`config.mk`:
```
export PLATFORM = sky130hd
export DESIGN_NAME = signed_decimal_seven_segment_driver_unit
export DESIGN_NICKNAME = d
export VERILOG_FILES = /design/src/hdl/sdsd_pkg.sv /design/src/hdl/sdsd_front.sv /design/src/hdl/sdsd_queue.sv /design/src/hdl/sdsd_back.sv /design/src/hdl/signed_decimal_seven_segment_driver_unit.sv
export VERILOG_INCLUDE_DIRS = /design/src /design/src/hdl
export SDC_FILE = /design/constraint.sdc
export NUM_CORES = 1
export LEC_CHECK = 0
export ABC_AREA = 1
export BUFFER_PORTS_ARGS = -buffer_cell sky130_fd_sc_hd__buf_4
export CAP_MARGIN = 40
export CORE_MARGIN = 5
export CORE_UTILIZATION = 30
export DETAILED_ROUTE_END_ITERATION = 7
export PLACE_DENSITY_LB_ADDON = 0.3
export SYNTH_ARGS = -nofsm -noshare
export SYNTH_HDL_FRONTEND = slang
export SYNTH_SLANG_ARGS = --single-unit
```
`constraint.sdc`:
```
create_clock -name i_clk -period 21.6 [get_ports i_clk]
set_input_delay 0 -clock i_clk [delete_from_list [all_inputs] [get_ports i_clk]]
set_output_delay 0 -clock i_clk [all_outputs]
set_load 0.01 [all_outputs]
```
`src/hdl/signed_decimal_seven_segment_driver_unit_defines.svh`:
```
// Assertion macros used by the queue RTL file.
`ifndef SIGNED_DECIMAL_SEVEN_SEGMENT_DRIVER_UNIT_DEFINES_SVH
`define SIGNED_DECIMAL_SEVEN_SEGMENT_DRIVER_UNIT_DEFINES_SVH

`ifndef SYNTHESIS
// Check a condition on every clock edge outside reset.
`define SDSD_ASSERT(lbl, clk, rstn, prop) \
    lbl: assert property (@(posedge clk) disable iff (!rstn) (prop)) \
        else $error("sdsd check failed");
// Check that a condition implies another in the same cycle.
`define SDSD_IMPLIES(lbl, clk, rstn, ante, cons) \
    lbl: assert property (@(posedge clk) disable iff (!rstn) (ante) |-> (cons)) \
        else $error("sdsd check failed");
// Check that a condition implies another in the next cycle.
`define SDSD_NEXT(lbl, clk, rstn, ante, cons) \
    lbl: assert property (@(posedge clk) disable iff (!rstn) (ante) |=> (cons)) \
        else $error("sdsd check failed");
`else
`define SDSD_ASSERT(lbl, clk, rstn, prop)
`define SDSD_IMPLIES(lbl, clk, rstn, ante, cons)
`define SDSD_NEXT(lbl, clk, rstn, ante, cons)
`endif

`endif

```
`src/hdl/sdsd_pkg.sv`:
```
package sdsd_pkg;

    localparam int MAG_W  = 32;                    // magnitude width, holds 2^31
    localparam int CNT_W  = 4;                     // digit count width
    localparam int CODE_W = 4;
    localparam int SEG_W  = 7;
    localparam int OUT_POS = 8;                    // positions carried by the ports

    localparam int QDEPTH = 4;
    localparam int QAW    = $clog2(QDEPTH);
    localparam int QCW    = $clog2(QDEPTH + 1);

    typedef struct packed {
        logic             neg;
        logic [MAG_W-1:0] mag;
    } t_item;

    typedef struct packed {
        logic full;
        logic empty;
    } t_q_stat;

endpackage

```
`src/hdl/sdsd_front.sv`:
```
module sdsd_front (
    input  logic                  i_clk,
    input  logic                  i_rst_n,
    input  logic                  i_valid,
    output logic                  o_stall,
    input  logic signed [31:0]    i_value,
    output logic                  o_push,
    output sdsd_pkg::t_item       o_item,
    input  sdsd_pkg::t_q_stat     i_stat
);
    import sdsd_pkg::*;

    logic  r_valid;
    t_item r_item;
    t_item n_item;
    logic  accept;

    assign o_push  = r_valid && !i_stat.full;
    assign o_stall = r_valid && i_stat.full;
    assign accept  = i_valid && !o_stall;
    assign o_item  = r_item;

    // Split sign and magnitude; the most negative value wraps to 2^31.
    always_comb begin
        n_item.neg = i_value[31];
        n_item.mag = i_value[31] ? MAG_W'(~i_value + 32'sd1) : MAG_W'(i_value);
    end

    always_ff @(posedge i_clk) begin
        if (!i_rst_n) begin
            r_valid <= 1'b0;
        end else if (accept) begin
            r_valid <= 1'b1;
        end else if (o_push) begin
            r_valid <= 1'b0;
        end
    end

    always_ff @(posedge i_clk) begin
        if (accept) begin
            r_item <= n_item;
        end
    end

endmodule

```
`src/hdl/sdsd_queue.sv`:
```
`include "signed_decimal_seven_segment_driver_unit_defines.svh"

module sdsd_queue (
    input  logic                  i_clk,
    input  logic                  i_rst_n,
    input  logic                  i_push,
    input  sdsd_pkg::t_item       i_item,
    input  logic                  i_pop,
    output sdsd_pkg::t_item       o_item,
    output sdsd_pkg::t_q_stat     o_stat
);
    import sdsd_pkg::*;

    localparam logic [QCW-1:0] CNT_FULL = QCW'(QDEPTH);

    t_item          r_mem [QDEPTH];
    logic [QAW-1:0] r_wr_ptr;
    logic [QAW-1:0] r_rd_ptr;
    logic [QCW-1:0] r_count;

    assign o_item       = r_mem[r_rd_ptr];
    assign o_stat.full  = (r_count == CNT_FULL);
    assign o_stat.empty = (r_count == '0);

    always_ff @(posedge i_clk) begin
        if (i_push) begin
            r_mem[r_wr_ptr] <= i_item;
        end
    end

    always_ff @(posedge i_clk) begin
        if (!i_rst_n) begin
            r_wr_ptr <= '0;
            r_rd_ptr <= '0;
            r_count  <= '0;
        end else begin
            if (i_push) begin
                r_wr_ptr <= r_wr_ptr + QAW'(1);
            end
            if (i_pop) begin
                r_rd_ptr <= r_rd_ptr + QAW'(1);
            end
            if (i_push && !i_pop) begin
                r_count <= r_count + QCW'(1);
            end else if (i_pop && !i_push) begin
                r_count <= r_count - QCW'(1);
            end
        end
    end

    `SDSD_IMPLIES(a_pop_not_empty, i_clk, i_rst_n, i_pop, r_count != '0)
    `SDSD_IMPLIES(a_push_not_full, i_clk, i_rst_n, i_push, r_count != CNT_FULL)
    `SDSD_NEXT(a_count_up, i_clk, i_rst_n, i_push && !i_pop, r_count == $past(r_count) + QCW'(1))

endmodule

```
`src/hdl/sdsd_back.sv`:
```
module sdsd_back (
    input  logic                  i_clk,
    input  logic                  i_rst_n,
    input  logic [sdsd_pkg::CNT_W-1:0] i_digits,
    input  sdsd_pkg::t_q_stat     i_stat,
    input  sdsd_pkg::t_item       i_item,
    output logic                  o_pop,
    output logic                  o_valid,
    input  logic                  i_stall,
    output logic [31:0]           o_symbol_codes,
    output logic [55:0]           o_segment_pattern,
    output logic                  o_overflow
);
    import sdsd_pkg::*;

    localparam int BCD_DIGITS = 10;
    localparam int BCD_W      = 4 * BCD_DIGITS;
    localparam int STEP_BITS  = 4;
    localparam int STAGES     = MAG_W / STEP_BITS;

    localparam logic [CODE_W-1:0] SYM_MINUS = 4'd10;
    localparam logic [CODE_W-1:0] SYM_BLANK = 4'd11;

    // Segment bits: 0 top, 1 upper left, 2 upper right, 3 middle,
    // 4 lower left, 5 lower right, 6 bottom.
    function automatic logic [SEG_W-1:0] seg_of(input logic [CODE_W-1:0] code);
        logic [SEG_W-1:0] seg;
        case (code)
            4'd0:      seg = 7'h77;
            4'd1:      seg = 7'h24;
            4'd2:      seg = 7'h5D;
            4'd3:      seg = 7'h6D;
            4'd4:      seg = 7'h2E;
            4'd5:      seg = 7'h6B;
            4'd6:      seg = 7'h7B;
            4'd7:      seg = 7'h25;
            4'd8:      seg = 7'h7F;
            4'd9:      seg = 7'h6F;
            SYM_MINUS: seg = 7'h08;
            default:   seg = 7'h00;
        endcase
        return seg;
    endfunction

    // Four shift-and-add-3 steps, MSB of bits first.
    function automatic logic [BCD_W-1:0] dabble(input logic [BCD_W-1:0] bcd_in,
                                                input logic [STEP_BITS-1:0] bits);
        logic [BCD_W-1:0] bcd;
        bcd = bcd_in;
        for (int s = STEP_BITS - 1; s >= 0; s--) begin
            for (int d = 0; d < BCD_DIGITS; d++) begin
                if (bcd[4*d +: 4] >= 4'd5) begin
                    bcd[4*d +: 4] = bcd[4*d +: 4] + 4'd3;
                end
            end
            bcd = {bcd[BCD_W-2:0], bits[s]};
        end
        return bcd;
    endfunction

    logic             r_vld [STAGES];
    logic             r_neg [STAGES];
    logic [BCD_W-1:0] r_bcd [STAGES];
    logic [MAG_W-1:0] r_bin [STAGES-1];
    logic [BCD_W-1:0] n_bcd [STAGES];
    logic [MAG_W-1:0] n_bin [STAGES-1];

    logic             r_out_valid;
    logic [31:0]      r_codes;
    logic [55:0]      r_segs;
    logic             r_ovf;
    logic [31:0]      n_codes;
    logic [55:0]      n_segs;
    logic             n_ovf;

    logic             adv;
    logic [CNT_W-1:0] nd;
    logic [BCD_W-1:0] fin_bcd;
    logic             fin_neg;
    logic [CODE_W-1:0] sym;

    assign adv   = !r_out_valid || !i_stall;
    assign o_pop = adv && !i_stat.empty;

    always_comb begin
        n_bcd[0] = dabble('0, i_item.mag[MAG_W-1 -: STEP_BITS]);
        n_bin[0] = i_item.mag << STEP_BITS;
        for (int k = 1; k < STAGES; k++) begin
            n_bcd[k] = dabble(r_bcd[k-1], r_bin[k-1][MAG_W-1 -: STEP_BITS]);
        end
        for (int k = 1; k < STAGES - 1; k++) begin
            n_bin[k] = r_bin[k-1] << STEP_BITS;
        end
    end

    always_ff @(posedge i_clk) begin
        if (!i_rst_n) begin
            for (int k = 0; k < STAGES; k++) begin
                r_vld[k] <= 1'b0;
            end
        end else if (adv) begin
            r_vld[0] <= o_pop;
            for (int k = 1; k < STAGES; k++) begin
                r_vld[k] <= r_vld[k-1];
            end
        end
    end

    always_ff @(posedge i_clk) begin
        if (adv) begin
            r_neg[0] <= i_item.neg;
            for (int k = 1; k < STAGES; k++) begin
                r_neg[k] <= r_neg[k-1];
            end
            for (int k = 0; k < STAGES; k++) begin
                r_bcd[k] <= n_bcd[k];
            end
            for (int k = 0; k < STAGES - 1; k++) begin
                r_bin[k] <= n_bin[k];
            end
        end
    end

    // Lay out the row: digits, minus (not on overflow), blanks.
    always_comb begin
        fin_bcd = r_bcd[STAGES-1];
        fin_neg = r_neg[STAGES-1];
        nd = CNT_W'(1);
        for (int d = 1; d < BCD_DIGITS; d++) begin
            if (fin_bcd[4*d +: 4] != 4'd0) begin
                nd = CNT_W'(d + 1);
            end
        end
        n_ovf = (nd > i_digits) || (fin_neg && (nd == i_digits));
        n_codes = '0;
        n_segs  = '0;
        for (int p = 0; p < OUT_POS; p++) begin
            if ((CNT_W'(p) < nd) && (CNT_W'(p) < i_digits)) begin
                sym = fin_bcd[4*p +: 4];
            end else if (!n_ovf && fin_neg && (CNT_W'(p) == nd)) begin
                sym = SYM_MINUS;
            end else begin
                sym = SYM_BLANK;
            end
            n_codes[CODE_W*p +: CODE_W] = sym;
            n_segs[SEG_W*p +: SEG_W]    = seg_of(sym);
        end
    end

    always_ff @(posedge i_clk) begin
        if (!i_rst_n) begin
            r_out_valid <= 1'b0;
        end else if (adv) begin
            r_out_valid <= r_vld[STAGES-1];
        end
    end

    always_ff @(posedge i_clk) begin
        if (adv) begin
            r_codes <= n_codes;
            r_segs  <= n_segs;
            r_ovf   <= n_ovf;
        end
    end

    assign o_valid           = r_out_valid;
    assign o_symbol_codes    = r_codes;
    assign o_segment_pattern = r_segs;
    assign o_overflow        = r_ovf;

endmodule

```
`src/hdl/signed_decimal_seven_segment_driver_unit.sv`:
```
// An input beat passes the front register, the queue, eight conversion
// stages and the output register. Throughput: one beat per cycle while
// i_stall is low; the eight-stage binary-to-decimal pipeline takes a new
// magnitude each cycle and the output register sets the pace.
// Reset (synchronous, active low) empties the queue and pipeline and sets
// the digit count to eight, or to MAX_DIGITS when that is smaller.
module signed_decimal_seven_segment_driver_unit #(
    parameter int MAX_DIGITS = 8
) (
    input  logic                i_clk,
    input  logic                i_rst_n,
    // input channel
    input  logic                i_valid,
    output logic                o_stall,
    input  logic signed [31:0]  i_value,
    // result channel
    output logic                o_valid,
    input  logic                i_stall,
    output logic [31:0]         o_symbol_codes,
    output logic [55:0]         o_segment_pattern,
    output logic                o_overflow,
    // digit count register
    input  logic                i_cfg_we,
    input  logic [3:0]          i_cfg_wdata
);
    import sdsd_pkg::*;

    localparam logic [CNT_W-1:0] DIG_MAX   = CNT_W'(MAX_DIGITS);
    localparam logic [CNT_W-1:0] DIG_RESET = CNT_W'((MAX_DIGITS < 8) ? MAX_DIGITS : 8);

    logic [CNT_W-1:0] r_digits;
    logic [CNT_W-1:0] n_digits;

    logic    push;
    logic    pop;
    t_item   front_item;
    t_item   queue_item;
    t_q_stat q_stat;

    // Saturate the count on write: zero shows one position, too many shows
    // MAX_DIGITS positions.
    always_comb begin
        if (i_cfg_wdata == '0) begin
            n_digits = CNT_W'(1);
        end else if (i_cfg_wdata > DIG_MAX) begin
            n_digits = DIG_MAX;
        end else begin
            n_digits = i_cfg_wdata;
        end
    end

    always_ff @(posedge i_clk) begin
        if (!i_rst_n) begin
            r_digits <= DIG_RESET;
        end else if (i_cfg_we) begin
            r_digits <= n_digits;
        end
    end

    // Front: take the beat, split sign and magnitude.
    sdsd_front u_front (
        .i_clk   (i_clk),
        .i_rst_n (i_rst_n),
        .i_valid (i_valid),
        .o_stall (o_stall),
        .i_value (i_value),
        .o_push  (push),
        .o_item  (front_item),
        .i_stat  (q_stat)
    );

    // Queue: decouple the front from a stalled back end.
    sdsd_queue u_queue (
        .i_clk   (i_clk),
        .i_rst_n (i_rst_n),
        .i_push  (push),
        .i_item  (front_item),
        .i_pop   (pop),
        .o_item  (queue_item),
        .o_stat  (q_stat)
    );

    // Back: convert to decimal digits, lay out the row, hold the result.
    sdsd_back u_back (
        .i_clk             (i_clk),
        .i_rst_n           (i_rst_n),
        .i_digits          (r_digits),
        .i_stat            (q_stat),
        .i_item            (queue_item),
        .o_pop             (pop),
        .o_valid           (o_valid),
        .i_stall           (i_stall),
        .o_symbol_codes    (o_symbol_codes),
        .o_segment_pattern (o_segment_pattern),
        .o_overflow        (o_overflow)
    );

endmodule
```
After elaboration in Yosys (flattened, before gate mapping)
Memories as Yosys holds them, arrays and structs flattened. A register that Yosys moved wholly into a read port is not among the register bits.
Cells that the tools add are included.
{ "word_totals": {"reg_bits": 78, "mem_bits_ro": 896, "in_bits": 41, "memories": 13, "mem_bits_rw": 664, "wordCells": 1005} }
{ "mem_list": {"columns": ["name", "depth", "width", "read_ports", "rd_ports_with_merged_regs", "wr", "line", "rtl"], "rows": [
  ["u_back.r_bcd", 8, 40, 8, 0, 8, "sdsd_back.sv:63", "logic [BCD_W-1:0] r_bcd [STAGES];"],
  ["u_back.r_bin", 7, 28, 7, 0, 7, "sdsd_back.sv:64", "logic [MAG_W-1:0] r_bin [STAGES-1];"],
  ["u_queue.r_mem", 4, 33, 1, 1, 1, "sdsd_queue.sv:16", "t_item r_mem [QDEPTH];"],
  ["(no name shown)", 16, 7, 1, 1, 0, "sdsd_back.sv:28", "case (code)"],
  ["(no name shown)", 16, 7, 1, 1, 0, "sdsd_back.sv:28", null],
  ["(no name shown)", 16, 7, 1, 1, 0, "sdsd_back.sv:28", null],
  ["7 more memories", null, null, null, null, null, null, null]
]} }
{ "classes": {"addsub": 286, "bitwise": 9, "magnitude_cmp": 299, "eq_ne": 9, "reduce_logical": 49, "mux": 330} }
{ "ops": {"columns": ["cell", "n"], "rows": [
  ["$ge 4x3->1 const B", 280],
  ["$mux 4", 266],
  ["$add 4x2->4 const B", 252],
  ["$mux 3", 34],
  ["$add 3x2->3 const B", 28],
  ["$reduce_bool 4->1", 9],
  ["$add 32x2->32 const B", 1],
  ["$lt 3x4->1 const A", 8],
  ["$not 32->32", 1],
  ["$mux 31", 1],
  ["$mux 1", 25],
  ["$logic_and 1x1->1", 24],
  ["$eq 3x4->1 const A", 4],
  ["$lt 1x4->1 const A", 4],
  ["$lt 2x4->1 const A", 4],
  ["$logic_not 1->1", 9],
  ["$eq 2x4->1 const A", 2],
  ["$logic_not 4->1", 2],
  ["$mux 2", 4],
  ["$or 1x1->1", 8],
  ["$add 2x1->2 const B", 2],
  ["$add 3x2->4 const B", 1],
  ["$eq 1x4->1 const A", 1],
  ["$eq 4x4->1", 1],
  ["other kinds (9)", 11]
]} }

Depth between registers and ports, before layout
An unclocked memory read counts as a cell.
{ "logic_depth": {"word_depth": 19, "ltp_mapped": 32, "ltp_nobuf": 32} }

Hierarchy
From an unflattened synthesis, not the netlist that was laid out.
{ "hier_totals": {"hier_cells": 4959, "area_unflattened_um2": 40098.5} }
{ "by_module_without_submodules": {"columns": ["module", "instances", "cells_each", "area_per_inst_um2", "seq_area_each_um2"], "rows": [
  ["sdsd_back", 1, 4302, 32502.4, 12041.5],
  ["sdsd_queue", 1, 377, 5363.9, 4144.0],
  ["sdsd_front", 1, 260, 2074.5, 1011.0],
  ["signed_decimal_seven_segment_driver_unit", 1, 20, 157.7, 80.1]
]} }

Least setup slack after synthesis
OpenSTA, ideal clock, no wires.
{ "synth_path": {"kind": "reg-to-reg", "startpoint": "register u_back.r_out_valid (netlist: u_back.o_valid) (read register of u_back.r_vld)", "endpoint": "register u_queue.r_count[1]", "period_less_slack_ns": 10.749, "stages_incl_launch_ff": 10, "t_arrival_ns": 10.630, "t_required_ns": 21.481, "setup_slack_ns": 10.851, "cell_sequence": "dfxtp_1 nand2_1 inv_1 a31oi_1 inv_1 ha_1 inv_1 fa_1 o21ai_0 a21oi_1"} }
{ "synth_between": {"elab_chain_cells": 6, "word_cells_on_any_way": 8, "cone_classes": "mux: 1; reduce/logical: 7"} }
{ "synth_rtl": {"columns": ["item", "line", "rtl"], "rows": [
  ["start, declared", "sdsd_back.sv:68", "logic r_out_valid;"],
  ["$logic_not 1->1 *", "sdsd_back.sv:82", "assign adv = !r_out_valid || !i_stall;"],
  ["$logic_or 1x1->1 *", "sdsd_back.sv:82", null],
  ["named net u_back.adv", "sdsd_back.sv:76", "logic adv;"],
  ["$logic_and 1x1->1 *", "sdsd_back.sv:83", "assign o_pop = adv && !i_stat.empty;"],
  ["$logic_not 1->1", "sdsd_queue.sv:43", "if (i_push && !i_pop) begin"],
  ["$logic_and 1x1->1", "sdsd_queue.sv:43", null],
  ["$mux 3 / $reduce_bool 2->1 (equally long branches)", null, null],
  ["end signal, assigned", "sdsd_queue.sv:44", "r_count <= r_count + QCW'(1);"],
  ["end signal, assigned", "sdsd_queue.sv:46", "r_count <= r_count - QCW'(1);"],
  ["end, declared", "sdsd_queue.sv:19", "logic [QCW-1:0] r_count;"]
]} }
The timed path passes the listed nets; every way through them passes the cells marked *.
A chain may end at the register's enable or synchronous reset.

==> metrics.md <==
| Metric | Value |
|---|---|
| Worst hold margin | 0.0999 ns |
| Slowest CP cell | edfxtp_1 |
| Hpwl dp | 53200 um |
| Post-route clock period utilization | 21.6% |
| CTS Hold Bufs | 74 |
| Max-slew violations | 0 |
| Nets | 5504 |
| Post-synth cell types | 46 |
| Routed Antenna Nets | 0 |
| Die ar. | 140000 um2 |
| Setup ws final | 16.93 ns |
| Crit Path Max Fanout | 5 |
| Final-layout setup total negative slack | 0 ns |
| RSZ-0062 raised after global routing | no |
| Clock slew at reported path FFs | 0.06 ns |
| Top cell type's share of synthesized area | 42.5% |
| Max_slew headroom | 43.4% |
| Pre-antenna DRT Iters | 5 |
| Clock sinks | 582 |
| Top post-synthesis cells by count | 1340 x nand2_1, 811 x inv_1, 562 x edfxtp_1 |
| Most frequent CP cell | inv_1 |
| Post-route DRC | 0 |
| Post-synth net total | 5236 |
| Share of layout cells above drive strength 1 | 9.77% |
| Grt ovf | 0 |
| Number of enable flip-flop cells after synthesis | 562 |
| Total GRT Usage | 10.3% |
| Clock tree buffer depth | 3 |
| Routed wire length | 72900 um |
| Final setup violation count | 0 |
| Hold Vio Cnt, Final | 0 |
| Worst path max stage delay | 0.44 ns |
| CP Launch Type | register |
| Area grow syn2layout | 15.8% |
| Hold WC Path Type | in -> reg |
| CTS tree | built |
| CP required | 21.97 ns |
| Fmax achieved | 214 MHz |
| Final core utilization | 34.9% |
| Sequential fraction of the synthesis area | 43.5% |
| Crit path capture type | register |
| Status | complete, no violations |
| Max-Cap Viols | 0 |
| Starting DRT DRC Count | 1266 |
| DR vias | 30146 |
| Number of H-tree levels | 3 |
| Async SR Flop Fraction | 0% |
| Crit path time final | 4.67 ns |
| Critical path type | reg -> reg |
| Synth top area cells | edfxtp_1 43%, nand2_1 13%, ha_1 12% |
| Cell taking the most area after synthesis | edfxtp_1 |
| Filler cells | 13490 |
| Synthesis warning total | 0 |
| Post-CTS sizing | 0 |
| Wire length per cell | 10.6 um |
| Initial antenna violation count | 2 |
| Most frequent cell after synthesis | nand2_1 |
| Diodes inserted | 0 |
| Synth Cell Area | 39700 um2 |
| Synth Flop Type | edfxtp_1 |
| TritonCTS Buffers | 68 |
| CP Data Arrival Time | 5.05 ns |
| Post-Syn Area per Cell | 8.24 um2 |
| Die X-Extent | 374 um |
| Num rows | 133 |
| Core area | 131000 um2 |
| Placer Congestion | 0.795 |
| #FFs+latches synth | 582 |
| DP Worst Slack | 16.93 ns |
| Ports | 132 |
| Clock Latency Late Sink | 0.63 ns |
| Largest net degree at the start of global routing | 71 |
| Clock skew | 0.0148 ns |
| Starting Density | 30.2% |
| Cells after synthesis | 4817 |
| Number of global-route vias before repair | 28400 |
| First-pass GRT wire length | 126000 um |
| Port bufs | 131 |
| Post-CTS Setup Bufs | 0 |
| Die H | 374 um |
| Slew @ Worst Pin | 0.849 ns |
| Vias per cell | 4.37 |
| CTS Root Cell | clkbuf_16 |
-- metrics by stage --
step	instance area, um2	cells
after floorplan	39700	4817
after global placement	42900	6693
after detailed placement	43000	6696
after CTS	45900	6892
after global routing	45900	6892
final	45900	6892
-- cell families after synthesis --
logic type,after synthesis,share of synthesized area (%)
AND/OR/NAND/NOR,2338,26.0
adder cells (fa/ha/maj),378,11.9
AO/OA/AOI/OAI,554,7.92
buffers and inverters,865,8.18
flip-flops,582,43.5
XOR/XNOR,100,2.40
-- cell usage in the layout (no fill, tap or decap), types with 45 or more instances in the layout --
cell type / count
nand2_1: 1339
buf_4: 145
a21oi_1: 95
dlygate4sd3_1: 74
or2_2: 52
o21ai_0: 249
ha_1: 377
o22ai_1: 45
xor2_1: 73
clkbuf_16: 68
edfxtp_1: 562
inv_1: 811
nand3_1: 408
nor2_1: 309
o21ai_1: 64
-- sequential cells by signal, indices dropped and copies added, names as in the netlist, named ones only --
signal                    cells
u_queue.r_count               3
u_front.r_valid               1
u_queue.r_rd_ptr              2
u_back.o_overflow             1
u_back.o_segment_pattern     56
u_back.r_bcd                185
u_queue.r_wr_ptr              2
u_back.r_bin                112
u_queue.r_mem               132
u_back.r_neg                  8
r_digits                      4
u_back.r_vld                  8
u_back.o_symbol_codes        32
u_front.o_item               33
u_back.o_valid                1
-- metal layers --
| metal | wire [um] | up-vias | track usage [%] |
|---|---|---|---|
| met5 | 0 | - | 0 |
| met3 | 2630 | 91 | 2.01 |
| met2 | 35300 | 311 | 19.0 |
| met4 | 1410 | 0 | 2.64 |
| li1 | - | 16268 | - |
| met1 | 33500 | 13476 | 12.3 |
-- worst max-delay path: cells and delay by family, from the launching register on --
| kind | cells | cell delay [ns] |
|---|---|---|
| AND/OR/NAND/NOR | 7 | 1.13 |
| adder cells (fa/ha/maj) | 6 | 1.10 |
| XOR/XNOR | 3 | 0.86 |
| flip-flops | 1 | 0.44 |
| AO/OA/AOI/OAI | 3 | 0.44 |
| buffers and inverters | 7 | 0.43 |
-- cell type report --
cell class                      instances  area (um2)  area share, %
Clock buffer                           77        1740           3.78
Clock inverter                         45         489           1.07
Inverter                              841        3160           6.87
Multi-Input combinational cell       3370       19200           41.7
Sequential cell                       582       17300           37.6
Tap cell                             1755        2200           4.78
Timing Repair Buffer                  222        1900           4.15
-- path summary, 6_finish.rpt --
kind / to / slack [ns] / from / cells past startpoint
setup / recovery: u_back.r_bcd[0][137] / 16.93 / u_back.r_bcd[0][92] / 26
hold / removal: u_front.o_item[0] / 0.1 / i_value[0] / 2
setup reg to reg: u_back.r_bcd[0][137] / 16.93 / u_back.r_bcd[0][92] / 26
hold reg to reg: u_back.r_bcd[0][80] / 0.41 / u_back.r_bin[1][24] / 0
Power is left out: the tool's default activity adds up to more than one toggle a clock period on the data nets, which glitch-free logic cannot reach.
